[src/rtl/core/assert_macros.svh]
// assertion macros shared by the timer table rtl
// no dependencies; define SYNTH to compile the checks out
`ifndef ASSERT_MACROS_SVH
`define ASSERT_MACROS_SVH

`ifndef SYNTH

`define ASSERT_ALWAYS(label, clk, rst, expr) \
  label: assert property (@(posedge clk) disable iff (rst) (expr)) \
    else $error("timer table check failed");

`define ASSERT_NEXT(label, clk, rst, pre, post) \
  label: assert property (@(posedge clk) disable iff (rst) (pre) |=> (post)) \
    else $error("timer table check failed");

`else

`define ASSERT_ALWAYS(label, clk, rst, expr)

`define ASSERT_NEXT(label, clk, rst, pre, post)

`endif

`endif

[src/rtl/core/mstt_pkg.sv]
// shared types, codes and defaults for the timer table
// no dependencies
`default_nettype none

package mstt_pkg;

  localparam int SLOT_COUNT_DEF = 16;
  localparam int TIME_BITS_DEF  = 32;

  localparam logic [1:0] CMD_TICK   = 2'd0;
  localparam logic [1:0] CMD_ADD    = 2'd1;
  localparam logic [1:0] CMD_REMOVE = 2'd2;

  localparam logic [1:0] KIND_ADDED = 2'd0;
  localparam logic [1:0] KIND_FIRED = 2'd1;
  localparam logic [1:0] KIND_FULL  = 2'd2;

  typedef struct packed {
    logic [1:0]  command;
    logic [31:0] delay_us;
    logic        repeat_flag;
    logic        every_tick;
    logic [31:0] target_id;
    logic [31:0] tick_time_us;
  } req_word_t;

  typedef struct packed {
    logic [1:0]  event_kind;
    logic [31:0] event_id;
    logic [31:0] time_value_us;
    logic        last_of_run;
  } rsp_word_t;

  typedef enum logic [2:0] {
    EV_NONE,
    EV_ADD,
    EV_FULL,
    EV_TIMED,
    EV_PERTICK,
    EV_REMOVE,
    EV_FLUSH
  } ev_op_t;

  typedef struct packed {
    logic   load;
    logic   rd_en;
    ev_op_t ev_op;
  } dp_cmd_t;

  typedef struct packed {
    logic hold;
    logic cur_free;
    logic match;
    logic pend_valid;
  } dp_status_t;

endpackage

`default_nettype wire

[src/rtl/core/mstt_ctrl.sv]
// controller for the timer table: command decode, slot scan and walk sequencing
// depends on mstt_pkg
`default_nettype none

module mstt_ctrl #(
  parameter int SLOT_COUNT = mstt_pkg::SLOT_COUNT_DEF,
  localparam int IDX_W = (SLOT_COUNT > 1) ? $clog2(SLOT_COUNT) : 1,
  localparam int CNT_W = $clog2(SLOT_COUNT + 1)
) (
  input  logic                clk,
  input  logic                rst,
  input  logic                req_valid,
  output logic                req_ready,
  input  logic [1:0]          req_command,
  output mstt_pkg::dp_cmd_t   cmd,
  output logic [IDX_W-1:0]    rd_addr,
  output logic [IDX_W-1:0]    ev_addr,
  input  mstt_pkg::dp_status_t status
);

  typedef enum logic [2:0] {
    S_IDLE,
    S_ADD,
    S_REMOVE,
    S_TIMED,
    S_PERTICK,
    S_FLUSH
  } state_t;

  localparam logic [CNT_W-1:0] LAST_CNT = CNT_W'(SLOT_COUNT);

  state_t           state;
  logic [CNT_W-1:0] rd_idx;
  logic             ev_valid;
  logic [IDX_W-1:0] ev_idx;
  logic             scan_end;

  assign req_ready = (state == S_IDLE) && !rst;
  assign scan_end  = (rd_idx == LAST_CNT);
  assign rd_addr   = rd_idx[IDX_W-1:0];

  always_comb begin
    cmd.load  = (state == S_IDLE) && req_valid;
    cmd.rd_en = 1'b0;
    cmd.ev_op = mstt_pkg::EV_NONE;
    ev_addr   = ev_idx;
    unique case (state)
      S_IDLE: begin
      end
      S_ADD: begin
        ev_addr = rd_idx[IDX_W-1:0];
        if (scan_end) begin
          cmd.ev_op = mstt_pkg::EV_FULL;
        end else if (status.cur_free) begin
          cmd.ev_op = mstt_pkg::EV_ADD;
        end
      end
      S_REMOVE: begin
        cmd.rd_en = !status.hold && !scan_end;
        if (ev_valid) cmd.ev_op = mstt_pkg::EV_REMOVE;
      end
      S_TIMED: begin
        cmd.rd_en = !status.hold && !scan_end;
        if (ev_valid) cmd.ev_op = mstt_pkg::EV_TIMED;
      end
      S_PERTICK: begin
        cmd.rd_en = !status.hold && !scan_end;
        if (ev_valid) cmd.ev_op = mstt_pkg::EV_PERTICK;
      end
      S_FLUSH: begin
        cmd.ev_op = mstt_pkg::EV_FLUSH;
      end
      default: begin
      end
    endcase
  end

  always_ff @(posedge clk) begin
    if (rst) begin
      state    <= S_IDLE;
      rd_idx   <= '0;
      ev_valid <= 1'b0;
      ev_idx   <= '0;
    end else begin
      unique case (state)
        S_IDLE: begin
          rd_idx   <= '0;
          ev_valid <= 1'b0;
          if (req_valid) begin
            unique case (req_command)
              mstt_pkg::CMD_TICK:   state <= S_TIMED;
              mstt_pkg::CMD_ADD:    state <= S_ADD;
              mstt_pkg::CMD_REMOVE: state <= S_REMOVE;
              default:              state <= S_IDLE;
            endcase
          end
        end
        S_ADD: begin
          if (scan_end || status.cur_free) begin
            if (!status.hold) state <= S_IDLE;
          end else begin
            rd_idx <= rd_idx + 1'b1;
          end
        end
        S_REMOVE, S_TIMED, S_PERTICK: begin
          if (state == S_REMOVE && ev_valid && status.match) begin
            state    <= S_IDLE;
            ev_valid <= 1'b0;
          end else if (!status.hold) begin
            if (!ev_valid && scan_end) begin
              rd_idx <= '0;
              unique case (state)
                S_TIMED:   state <= S_PERTICK;
                S_PERTICK: state <= S_FLUSH;
                default:   state <= S_IDLE;
              endcase
            end else begin
              ev_valid <= !scan_end;
              ev_idx   <= rd_idx[IDX_W-1:0];
              if (!scan_end) rd_idx <= rd_idx + 1'b1;
            end
          end
        end
        S_FLUSH: begin
          if (!status.hold) state <= S_IDLE;
        end
        default: state <= S_IDLE;
      endcase
    end
  end

endmodule

`default_nettype wire

[src/rtl/core/mstt_dpath.sv]
// datapath for the timer table: slot memories, valid bits, id counter,
// timer arithmetic, pending result and output register; depends on mstt_pkg
`default_nettype none

module mstt_dpath #(
  parameter int SLOT_COUNT = mstt_pkg::SLOT_COUNT_DEF,
  parameter int TIME_BITS  = mstt_pkg::TIME_BITS_DEF,
  localparam int IDX_W = (SLOT_COUNT > 1) ? $clog2(SLOT_COUNT) : 1
) (
  input  logic                  clk,
  input  logic                  rst,
  input  mstt_pkg::req_word_t   req,
  input  mstt_pkg::dp_cmd_t     cmd,
  input  logic [IDX_W-1:0]      rd_addr,
  input  logic [IDX_W-1:0]      ev_addr,
  output mstt_pkg::dp_status_t  status,
  output logic                  rsp_valid,
  input  logic                  rsp_ready,
  output mstt_pkg::rsp_word_t   rsp
);

  localparam logic [IDX_W:0] SLOT_LIM = (IDX_W + 1)'(SLOT_COUNT);

  logic [31:0]           ident_mem    [SLOT_COUNT];
  logic signed [TIME_BITS:0] rem_mem  [SLOT_COUNT];
  logic [TIME_BITS-1:0]  period_mem   [SLOT_COUNT];
  logic                  repeats_mem  [SLOT_COUNT];
  logic                  per_tick_mem [SLOT_COUNT];

  logic [31:0]               rd_ident;
  logic signed [TIME_BITS:0] rd_rem;
  logic [TIME_BITS-1:0]      rd_period;
  logic                      rd_repeats;
  logic                      rd_per_tick;

  mstt_pkg::req_word_t  item;
  mstt_pkg::rsp_word_t  pend_word;
  mstt_pkg::rsp_word_t  emit_word;
  mstt_pkg::rsp_word_t  out_next;
  logic                 pend_valid;
  logic [SLOT_COUNT-1:0] valid_q;
  logic [31:0]          id_counter;
  logic [31:0]          id_next;

  logic [TIME_BITS+31:0]     delay_ext;
  logic [TIME_BITS+31:0]     dt_ext;
  logic [TIME_BITS-1:0]      delay_t;
  logic [TIME_BITS-1:0]      dt_t;
  logic signed [TIME_BITS:0] period_s;
  logic signed [TIME_BITS:0] r_sub;
  logic signed [TIME_BITS:0] r_add;
  logic signed [TIME_BITS:0] r_next;
  logic signed [TIME_BITS:0] rem_wr;
  logic signed [TIME_BITS:0] rem_add;
  logic [TIME_BITS:0]        neg_r;
  logic [TIME_BITS:0]        tv_full;
  logic                      fire_due;
  logic                      in_range;
  logic                      valid_at;
  logic                      timed_fire;
  logic                      tick_fire;
  logic                      remove_match;
  logic                      emit;
  logic                      out_busy;
  logic                      hold;
  logic                      push_out;
  logic                      pend_set;
  logic                      pend_clr;
  logic                      vset;
  logic                      vclr;
  logic                      mem_add;
  logic                      mem_timed;

  function automatic logic [31:0] sat_out(input logic [TIME_BITS:0] v);
    logic [TIME_BITS-1:0] tb;
    logic [TIME_BITS+32:0] ext;
    tb  = v[TIME_BITS] ? {TIME_BITS{1'b1}} : v[TIME_BITS-1:0];
    ext = {33'b0, tb};
    return (|ext[TIME_BITS+32:32]) ? 32'hFFFF_FFFF : ext[31:0];
  endfunction

  assign delay_ext = {{TIME_BITS{1'b0}}, item.delay_us};
  assign dt_ext    = {{TIME_BITS{1'b0}}, item.tick_time_us};
  assign delay_t   = delay_ext[TIME_BITS-1:0];
  assign dt_t      = dt_ext[TIME_BITS-1:0];
  assign id_next   = id_counter + 32'd1;

  assign in_range = ({1'b0, ev_addr} < SLOT_LIM);
  assign valid_at = in_range ? valid_q[ev_addr] : 1'b0;

  // remaining time after this tick, and reload for recurring timers
  assign period_s = signed'({1'b0, rd_period});
  assign r_sub    = rd_rem - signed'({1'b0, dt_t});
  assign fire_due = r_sub[TIME_BITS] || (r_sub == '0);
  assign neg_r    = unsigned'(-r_sub);
  assign tv_full  = {1'b0, rd_period} + neg_r;
  assign r_add    = r_sub + period_s;
  assign r_next   = (r_add[TIME_BITS] || (r_add == '0)) ? period_s : r_add;
  assign rem_wr   = (fire_due && rd_repeats) ? r_next : r_sub;
  assign rem_add  = item.every_tick ? '0 : signed'({1'b0, delay_t});

  assign timed_fire   = valid_at && !rd_per_tick && fire_due;
  assign tick_fire    = valid_at && rd_per_tick;
  assign remove_match = valid_at && (rd_ident == item.target_id);

  assign emit = ((cmd.ev_op == mstt_pkg::EV_TIMED) && timed_fire) ||
                ((cmd.ev_op == mstt_pkg::EV_PERTICK) && tick_fire);
  assign out_busy = rsp_valid && !rsp_ready;

  always_comb begin
    emit_word.event_kind    = mstt_pkg::KIND_FIRED;
    emit_word.event_id      = rd_ident;
    emit_word.time_value_us = (cmd.ev_op == mstt_pkg::EV_TIMED) ? sat_out(tv_full)
                                                                 : sat_out({1'b0, dt_t});
    emit_word.last_of_run   = 1'b0;
  end

  always_comb begin
    unique case (cmd.ev_op)
      mstt_pkg::EV_TIMED, mstt_pkg::EV_PERTICK: hold = emit && pend_valid && out_busy;
      mstt_pkg::EV_ADD, mstt_pkg::EV_FULL:      hold = out_busy;
      mstt_pkg::EV_FLUSH:                       hold = pend_valid && out_busy;
      default:                                  hold = 1'b0;
    endcase
  end

  always_comb begin
    push_out  = 1'b0;
    pend_set  = 1'b0;
    pend_clr  = 1'b0;
    vset      = 1'b0;
    vclr      = 1'b0;
    mem_add   = 1'b0;
    mem_timed = 1'b0;
    out_next  = pend_word;
    if (!hold) begin
      unique case (cmd.ev_op)
        mstt_pkg::EV_ADD: begin
          push_out = 1'b1;
          vset     = 1'b1;
          mem_add  = 1'b1;
          out_next = '{mstt_pkg::KIND_ADDED, id_next, 32'd0, 1'b1};
        end
        mstt_pkg::EV_FULL: begin
          push_out = 1'b1;
          out_next = '{mstt_pkg::KIND_FULL, 32'd0, 32'd0, 1'b1};
        end
        mstt_pkg::EV_TIMED: begin
          mem_timed = valid_at && !rd_per_tick;
          if (timed_fire) begin
            push_out = pend_valid;
            pend_set = 1'b1;
            vclr     = !rd_repeats;
          end
        end
        mstt_pkg::EV_PERTICK: begin
          if (tick_fire) begin
            push_out = pend_valid;
            pend_set = 1'b1;
          end
        end
        mstt_pkg::EV_REMOVE: begin
          vclr = remove_match;
        end
        mstt_pkg::EV_FLUSH: begin
          push_out             = pend_valid;
          pend_clr             = 1'b1;
          out_next.last_of_run = 1'b1;
        end
        default: begin
        end
      endcase
    end
  end

  assign status.hold       = hold;
  assign status.cur_free   = in_range && !valid_q[ev_addr];
  assign status.match      = remove_match;
  assign status.pend_valid = pend_valid;

  always_ff @(posedge clk) begin
    if (rst) begin
      rsp_valid  <= 1'b0;
      pend_valid <= 1'b0;
      valid_q    <= '0;
      id_counter <= '0;
    end else begin
      if (push_out) begin
        rsp_valid <= 1'b1;
      end else if (rsp_ready) begin
        rsp_valid <= 1'b0;
      end
      if (pend_set) begin
        pend_valid <= 1'b1;
      end else if (pend_clr) begin
        pend_valid <= 1'b0;
      end
      if (vset) valid_q[ev_addr] <= 1'b1;
      if (vclr) valid_q[ev_addr] <= 1'b0;
      if (mem_add) id_counter <= id_next;
    end
  end

  always_ff @(posedge clk) begin
    if (cmd.load) item <= req;
    if (push_out) rsp <= out_next;
    if (pend_set) pend_word <= emit_word;
  end

  // slot memories: one write port, one registered read port
  always_ff @(posedge clk) begin
    if (mem_add) begin
      ident_mem[ev_addr]    <= id_next;
      rem_mem[ev_addr]      <= rem_add;
      period_mem[ev_addr]   <= item.every_tick ? '0 : delay_t;
      repeats_mem[ev_addr]  <= item.every_tick ? 1'b0 : item.repeat_flag;
      per_tick_mem[ev_addr] <= item.every_tick;
    end else if (mem_timed) begin
      rem_mem[ev_addr] <= rem_wr;
    end
    if (cmd.rd_en) begin
      rd_ident    <= ident_mem[rd_addr];
      rd_rem      <= rem_mem[rd_addr];
      rd_period   <= period_mem[rd_addr];
      rd_repeats  <= repeats_mem[rd_addr];
      rd_per_tick <= per_tick_mem[rd_addr];
    end
  end

endmodule

`default_nettype wire

[src/rtl/core/multi_slot_software_timer_table_top.sv]
// add: scans the valid bits in slot order for a free slot, or answers full
// remove: one slot per cycle through the slot memory read port, stopping at the matching id
// tick: a timed pass and a per-tick pass over the slot memory, one slot per cycle
// while the output does not stall, then a flush of the last word
// one command at a time; req_ready is high whenever the controller is idle and out of reset
// reset (sync, high) clears valid bits, id counter and handshake; slot memory is not cleared
`default_nettype none
`include "assert_macros.svh"

module multi_slot_software_timer_table_top #(
  parameter int SLOT_COUNT = mstt_pkg::SLOT_COUNT_DEF,
  parameter int TIME_BITS  = mstt_pkg::TIME_BITS_DEF
) (
  input  logic                clk,
  input  logic                rst,
  input  logic                req_valid,
  output logic                req_ready,
  input  mstt_pkg::req_word_t req,
  output logic                rsp_valid,
  input  logic                rsp_ready,
  output mstt_pkg::rsp_word_t rsp
);

  localparam int IDX_W = (SLOT_COUNT > 1) ? $clog2(SLOT_COUNT) : 1;

  mstt_pkg::dp_cmd_t    dp_cmd;
  mstt_pkg::dp_status_t dp_status;
  logic [IDX_W-1:0]     rd_addr;
  logic [IDX_W-1:0]     ev_addr;
  logic                 cmd_taken;

  mstt_ctrl #(
    .SLOT_COUNT(SLOT_COUNT)
  ) u_ctrl (
    .clk         (clk),
    .rst         (rst),
    .req_valid   (req_valid),
    .req_ready   (req_ready),
    .req_command (req.command),
    .cmd         (dp_cmd),
    .rd_addr     (rd_addr),
    .ev_addr     (ev_addr),
    .status      (dp_status)
  );

  mstt_dpath #(
    .SLOT_COUNT(SLOT_COUNT),
    .TIME_BITS (TIME_BITS)
  ) u_dpath (
    .clk       (clk),
    .rst       (rst),
    .req       (req),
    .cmd       (dp_cmd),
    .rd_addr   (rd_addr),
    .ev_addr   (ev_addr),
    .status    (dp_status),
    .rsp_valid (rsp_valid),
    .rsp_ready (rsp_ready),
    .rsp       (rsp)
  );

  assign cmd_taken = req_valid && req_ready &&
                     ((req.command == mstt_pkg::CMD_TICK) ||
                      (req.command == mstt_pkg::CMD_ADD) ||
                      (req.command == mstt_pkg::CMD_REMOVE));

  `ASSERT_NEXT(a_busy_after_cmd, clk, rst, cmd_taken, !req_ready)
  `ASSERT_ALWAYS(a_idle_pend_empty, clk, rst, !req_ready || !dp_status.pend_valid)
  `ASSERT_ALWAYS(a_hold_needs_stall, clk, rst, !dp_status.hold || (rsp_valid && !rsp_ready))

endmodule

`default_nettype wire
[config.mk]
export PLATFORM = sky130hd
export DESIGN_NAME = multi_slot_software_timer_table_top
export DESIGN_NICKNAME = d
export VERILOG_FILES = /design/src/rtl/core/mstt_pkg.sv /design/src/rtl/core/mstt_ctrl.sv /design/src/rtl/core/mstt_dpath.sv /design/src/rtl/core/multi_slot_software_timer_table_top.sv
export VERILOG_INCLUDE_DIRS = /design/src /design/src/rtl/core
export SDC_FILE = /design/constraint.sdc
export NUM_CORES = 2
export LEC_CHECK = 0
export CAP_MARGIN = 20
export CORE_UTILIZATION = 30
export DETAILED_ROUTE_END_ITERATION = 6
export DONT_BUFFER_PORTS = 1
export GPL_ROUTABILITY_DRIVEN = 0
export PLACE_DENSITY = 0.5
export SETUP_SLACK_MARGIN = 0.15
export SYNTH_ARGS = -nofsm -noshare
export SYNTH_HDL_FRONTEND = slang
export SYNTH_HIERARCHICAL = 1
export SYNTH_SLANG_ARGS = --single-unit
[constraint.sdc]
create_clock -name clk -period 11 [get_ports clk]
set_input_delay 0.55 -clock clk [delete_from_list [all_inputs] [get_ports clk]]
set_output_delay 0.55 -clock clk [all_outputs]
set_load 0.02 [all_outputs]
==> results.txt <==
The combinational group share of total power came out at roughly 18%. The highest clock frequency the design can meet came out at between 100 and 150 MHz. STA classifies the critical path startpoint as a register. The share of final-layout standard cells stronger than drive strength 1 is between 20% and 30%. The flow ran to the end, and the final reports show no timing, DRC or antenna violations. The mean instance size in the synthesized netlist came out at ~18 um^2. The initial antenna violation count is 13. The TritonCTS sink count is around 2000.

The final-report setup violation count is 0. The count of pins on the block boundary came out at between 150 and 200. After detailed routing, the number of vias per cell comes to 5.21.

The relative area change from synthesis to final layout is 15.5%. The switching part of the total power came out at about 28%. The total power is approximately 0.019 W.

The detailed-routing iteration count for the pre-antenna-repair pass is 5. The aggregate global routing overflow came out at 0. Dividing total power by cell area gives a power density of roughly 200 nW/um^2.

The startpoint of the most critical setup path is u_dpath/dt_t[4]. The post-cts gate resize count came out at 0. The routed layout has about 44000 vias. Walking the worst path, the cells encountered are inv_1 > ha_1 > nor2_1 > nor4_1 > o311ai_0 > and3_1 > a211oi_1 > ha_1 > a211oi_1 > o21bai_1 > nor2_1 > o21bai_1 > o2111ai_1 > a211oi_1 > or3_1 > nand2_1 > a31o_2 > or3_1 > a22o_1. The number of pins with negative max-slew slack in the final report is 0. The routed length per instance came out at 28.3 um.

The relative slew slack is between 20% and 30%. Counting buffers and inverters, the worst setup path is 19 cells deep. Leaving out fill and tap cells, the most frequent cells in the layout are 1912 x sky130_fd_sc_hd__edfxtp_1, 500 x sky130_fd_sc_hd__mux4_2, 211 x sky130_fd_sc_hd__clkbuf_16. The post-synthesis cell area is around 80000 um^2. The detail route stage leaves a number of antenna-violating nets equal to 0.

The post-CTS setup buffer count came out at 0. In this design, the critical path's most frequently occurring cell is sky130_fd_sc_hd__a211oi_1. The first-pass GRT wire length is 339000 um. Broken down by cell family, the worst path's largest delay share belongs to compound AO/OA/AOI/OAI gates. The placed instance count is about 7900.

The worst register-to-register path ends at u_dpath/rem_mem[3][29]. For the worst flop-to-flop path, the logic depth is 19. The maximum single-stage delay on the critical path is 0.80 ns. The number of max-capacitance violations reported came out at 0. The number of fill cells in the layout came out at between 20000 and 30000. The final critical delay including setup and external delays came out at around 7.5 ns.

The path class of the tightest hold or removal check is in2reg. The final total negative setup slack is 0 ns. The routed design has between 200000 and 250000 um of wire.

For this run, the total global-route usage over all layers was measured as approximately 17%. STA classifies the critical path endpoint as a register. Setup repair after global routing left no endpoint under its margin. The final standard cell count with taps included and fillers excluded came out at ~8400. In the final layout, flip-flops and latches occupy 58700 um^2. The number of warning messages in the yosys log is 6.

The transition at the pin with the smallest max-transition slack came out at 1.13 ns. The number of buffers inserted during clock tree synthesis is 211. The H-tree depth reported by CTS came out at 4. By startpoint and endpoint, the worst setup path is classified as reg2reg. After floorplanning, the core was divided into between 150 and 200 placement rows.

The multi-input combinational cell area came out at about 22000 um^2. The HPWL after detailed placement came out at around 140000 um. The number of buffer and inverter stages on the critical path came out at 1. The cell-internal power came out at roughly 0.014 W.

Between clock sinks in the finished design, the worst skew comes to between 0.09 and 0.1 ns. TritonCTS built the clock tree. The number of design-rule violations left by the first detailed-router iteration is ~4400. Per report_power, the clock group accounts for about 37% of the total. The maximum clock insertion buffer count is 4.

Clock tree synthesis selected as its root buffer the cell sky130_fd_sc_hd__clkbuf_16. The post-synthesis instance total came out at about 4500. The largest fanout of any net on the critical path is 25. The data arrival time of the critical path came out at between 7 and 8 ns. The worst voltage drop across the vdd grid is about 150 uV. The largest individual stage delay along the critical path comes from the cell sky130_fd_sc_hd__nand2_1. The post-synthesis net count came out at approximately 4700. At the end of the flow, the number of nets in the layout was between 4000 and 5000. The static leakage came out at 30.2 nW. Cells fill between 30% and 40% of the core in the end. The effective utilization at floorplan is between 30% and 40%.

The floorplan step defined a die boundary enclosing between 200000 and 300000 um^2. In this run the worst setup path terminates at u_dpath/rem_mem[3][29]. The remaining routing DRC violations is 0. STA puts the critical path data required time at around 11 ns.

The floorplan die width came out at roughly 530 um. The chip height came out at roughly 530 um. The final worst-path cycle share is 68.3%. The number of port buffers came out at 0. The clock latency on the worst-skew pair is ~0.89 ns. The origin of the critical flop-to-flop path is u_dpath/dt_t[4]. The via count of the first global-routing pass is about 44000. The fraction of power consumed by sequential logic is 45.9%. After floorplanning, the core was sized to cover approximately 270000 um^2. The register-to-register setup slack is roughly 3.5 ns. The power dissipated by switching net loads came out at between 0.005 and 0.006 W. The tightest hold path in the finished design has a slack of between 0.05 and 0.06 ns.

The largest net degree at the start of global routing is roughly 150. The number of hold violations in the final report is 0. Leaving out fill and tap cells, the most frequent cell in the layout is sky130_fd_sc_hd__edfxtp_1. The clock-pin transition on the worst setup and hold timing paths came out at around 0.060 ns.
## worst min path at each step
stage,cells past startpoint,to,from,slack (ns)
after floorplan,0,u_dpath/pend_word[33],u_dpath/rd_ident[0],0.45
after global placement,0,u_dpath/pend_word[34],u_dpath/rd_ident[1],0.46
after detailed placement,0,u_dpath/pend_word[34],u_dpath/rd_ident[1],0.46
after CTS,2,u_dpath/id_counter[15],rst,0.001
after global routing,2,u_dpath/id_counter[18],rst,0.03
final,2,u_dpath/id_counter[15],rst,0.06
## through the flow
| step | instance area (um^2) | worst slack, ns |
|---|---|---|
| 2_1_floorplan | 82200 | 0.267 |
| 3_3_place_gp | 87000 | 3.49 |
| 3_5_place_dp | 87100 | 3.37 |
| 4_1_cts | 94700 | 3.36 |
| 5_1_grt | 94900 | 2.97 |
| 6_report | 94900 | 3.49 |
## metal layers
layer,share of wire [%],vias to the layer above,track usage [%]
li1,-,18600,-
met4,2.2,2,4.05
met2,49,1334,28.5
met3,4.8,285,2.02
met1,44,23800,23.4
met5,0.0055,-,0
## cell type report
class	count	area share, %
multi-input cells	2129	23.6
diodes	6	0.0158
flip-flops and latches	1975	61.8
clock inverters	114	1.14
inverters	123	0.489
well taps	3570	4.71
clock buffers	262	5.82
repair buffers	258	2.43
## timing repair
action,CTS,global route
endpoints found under the hold margin,161,0
endpoints found under the setup margin,0,0
hold buffers,101,0
## power groups by stage
stage / clock network (W) / registers [W] / logic [W]
floorplan: 0 / 0.00876 / 0.00227
global placement: 0 / 0.00883 / 0.00324
detailed placement: 0 / 0.00883 / 0.00324
CTS: 0.00711 / 0.00867 / 0.00329
global route: 0.00737 / 0.00868 / 0.00356
finish: 0.00693 / 0.00867 / 0.00331
## registers in the layout, summed over array words and instances, names as in the netlist, 3 cells and up
register,count
u_ctrl/ev_idx,4
u_ctrl/rd_idx,5
u_ctrl/state,3
u_dpath/delay_t,32
u_dpath/dt_t,32
u_dpath/id_counter,32
u_dpath/ident_mem,512
u_dpath/item,34
u_dpath/pend_word,64
u_dpath/per_tick_mem,16
u_dpath/period_mem,512
u_dpath/rd_ident,32
u_dpath/rd_period,32
u_dpath/rd_rem,33
u_dpath/rem_mem,528
u_dpath/repeats_mem,16
u_dpath/rsp,67
u_dpath/valid_q,16
No activity file was read; power rests on OpenSTA's default activity.
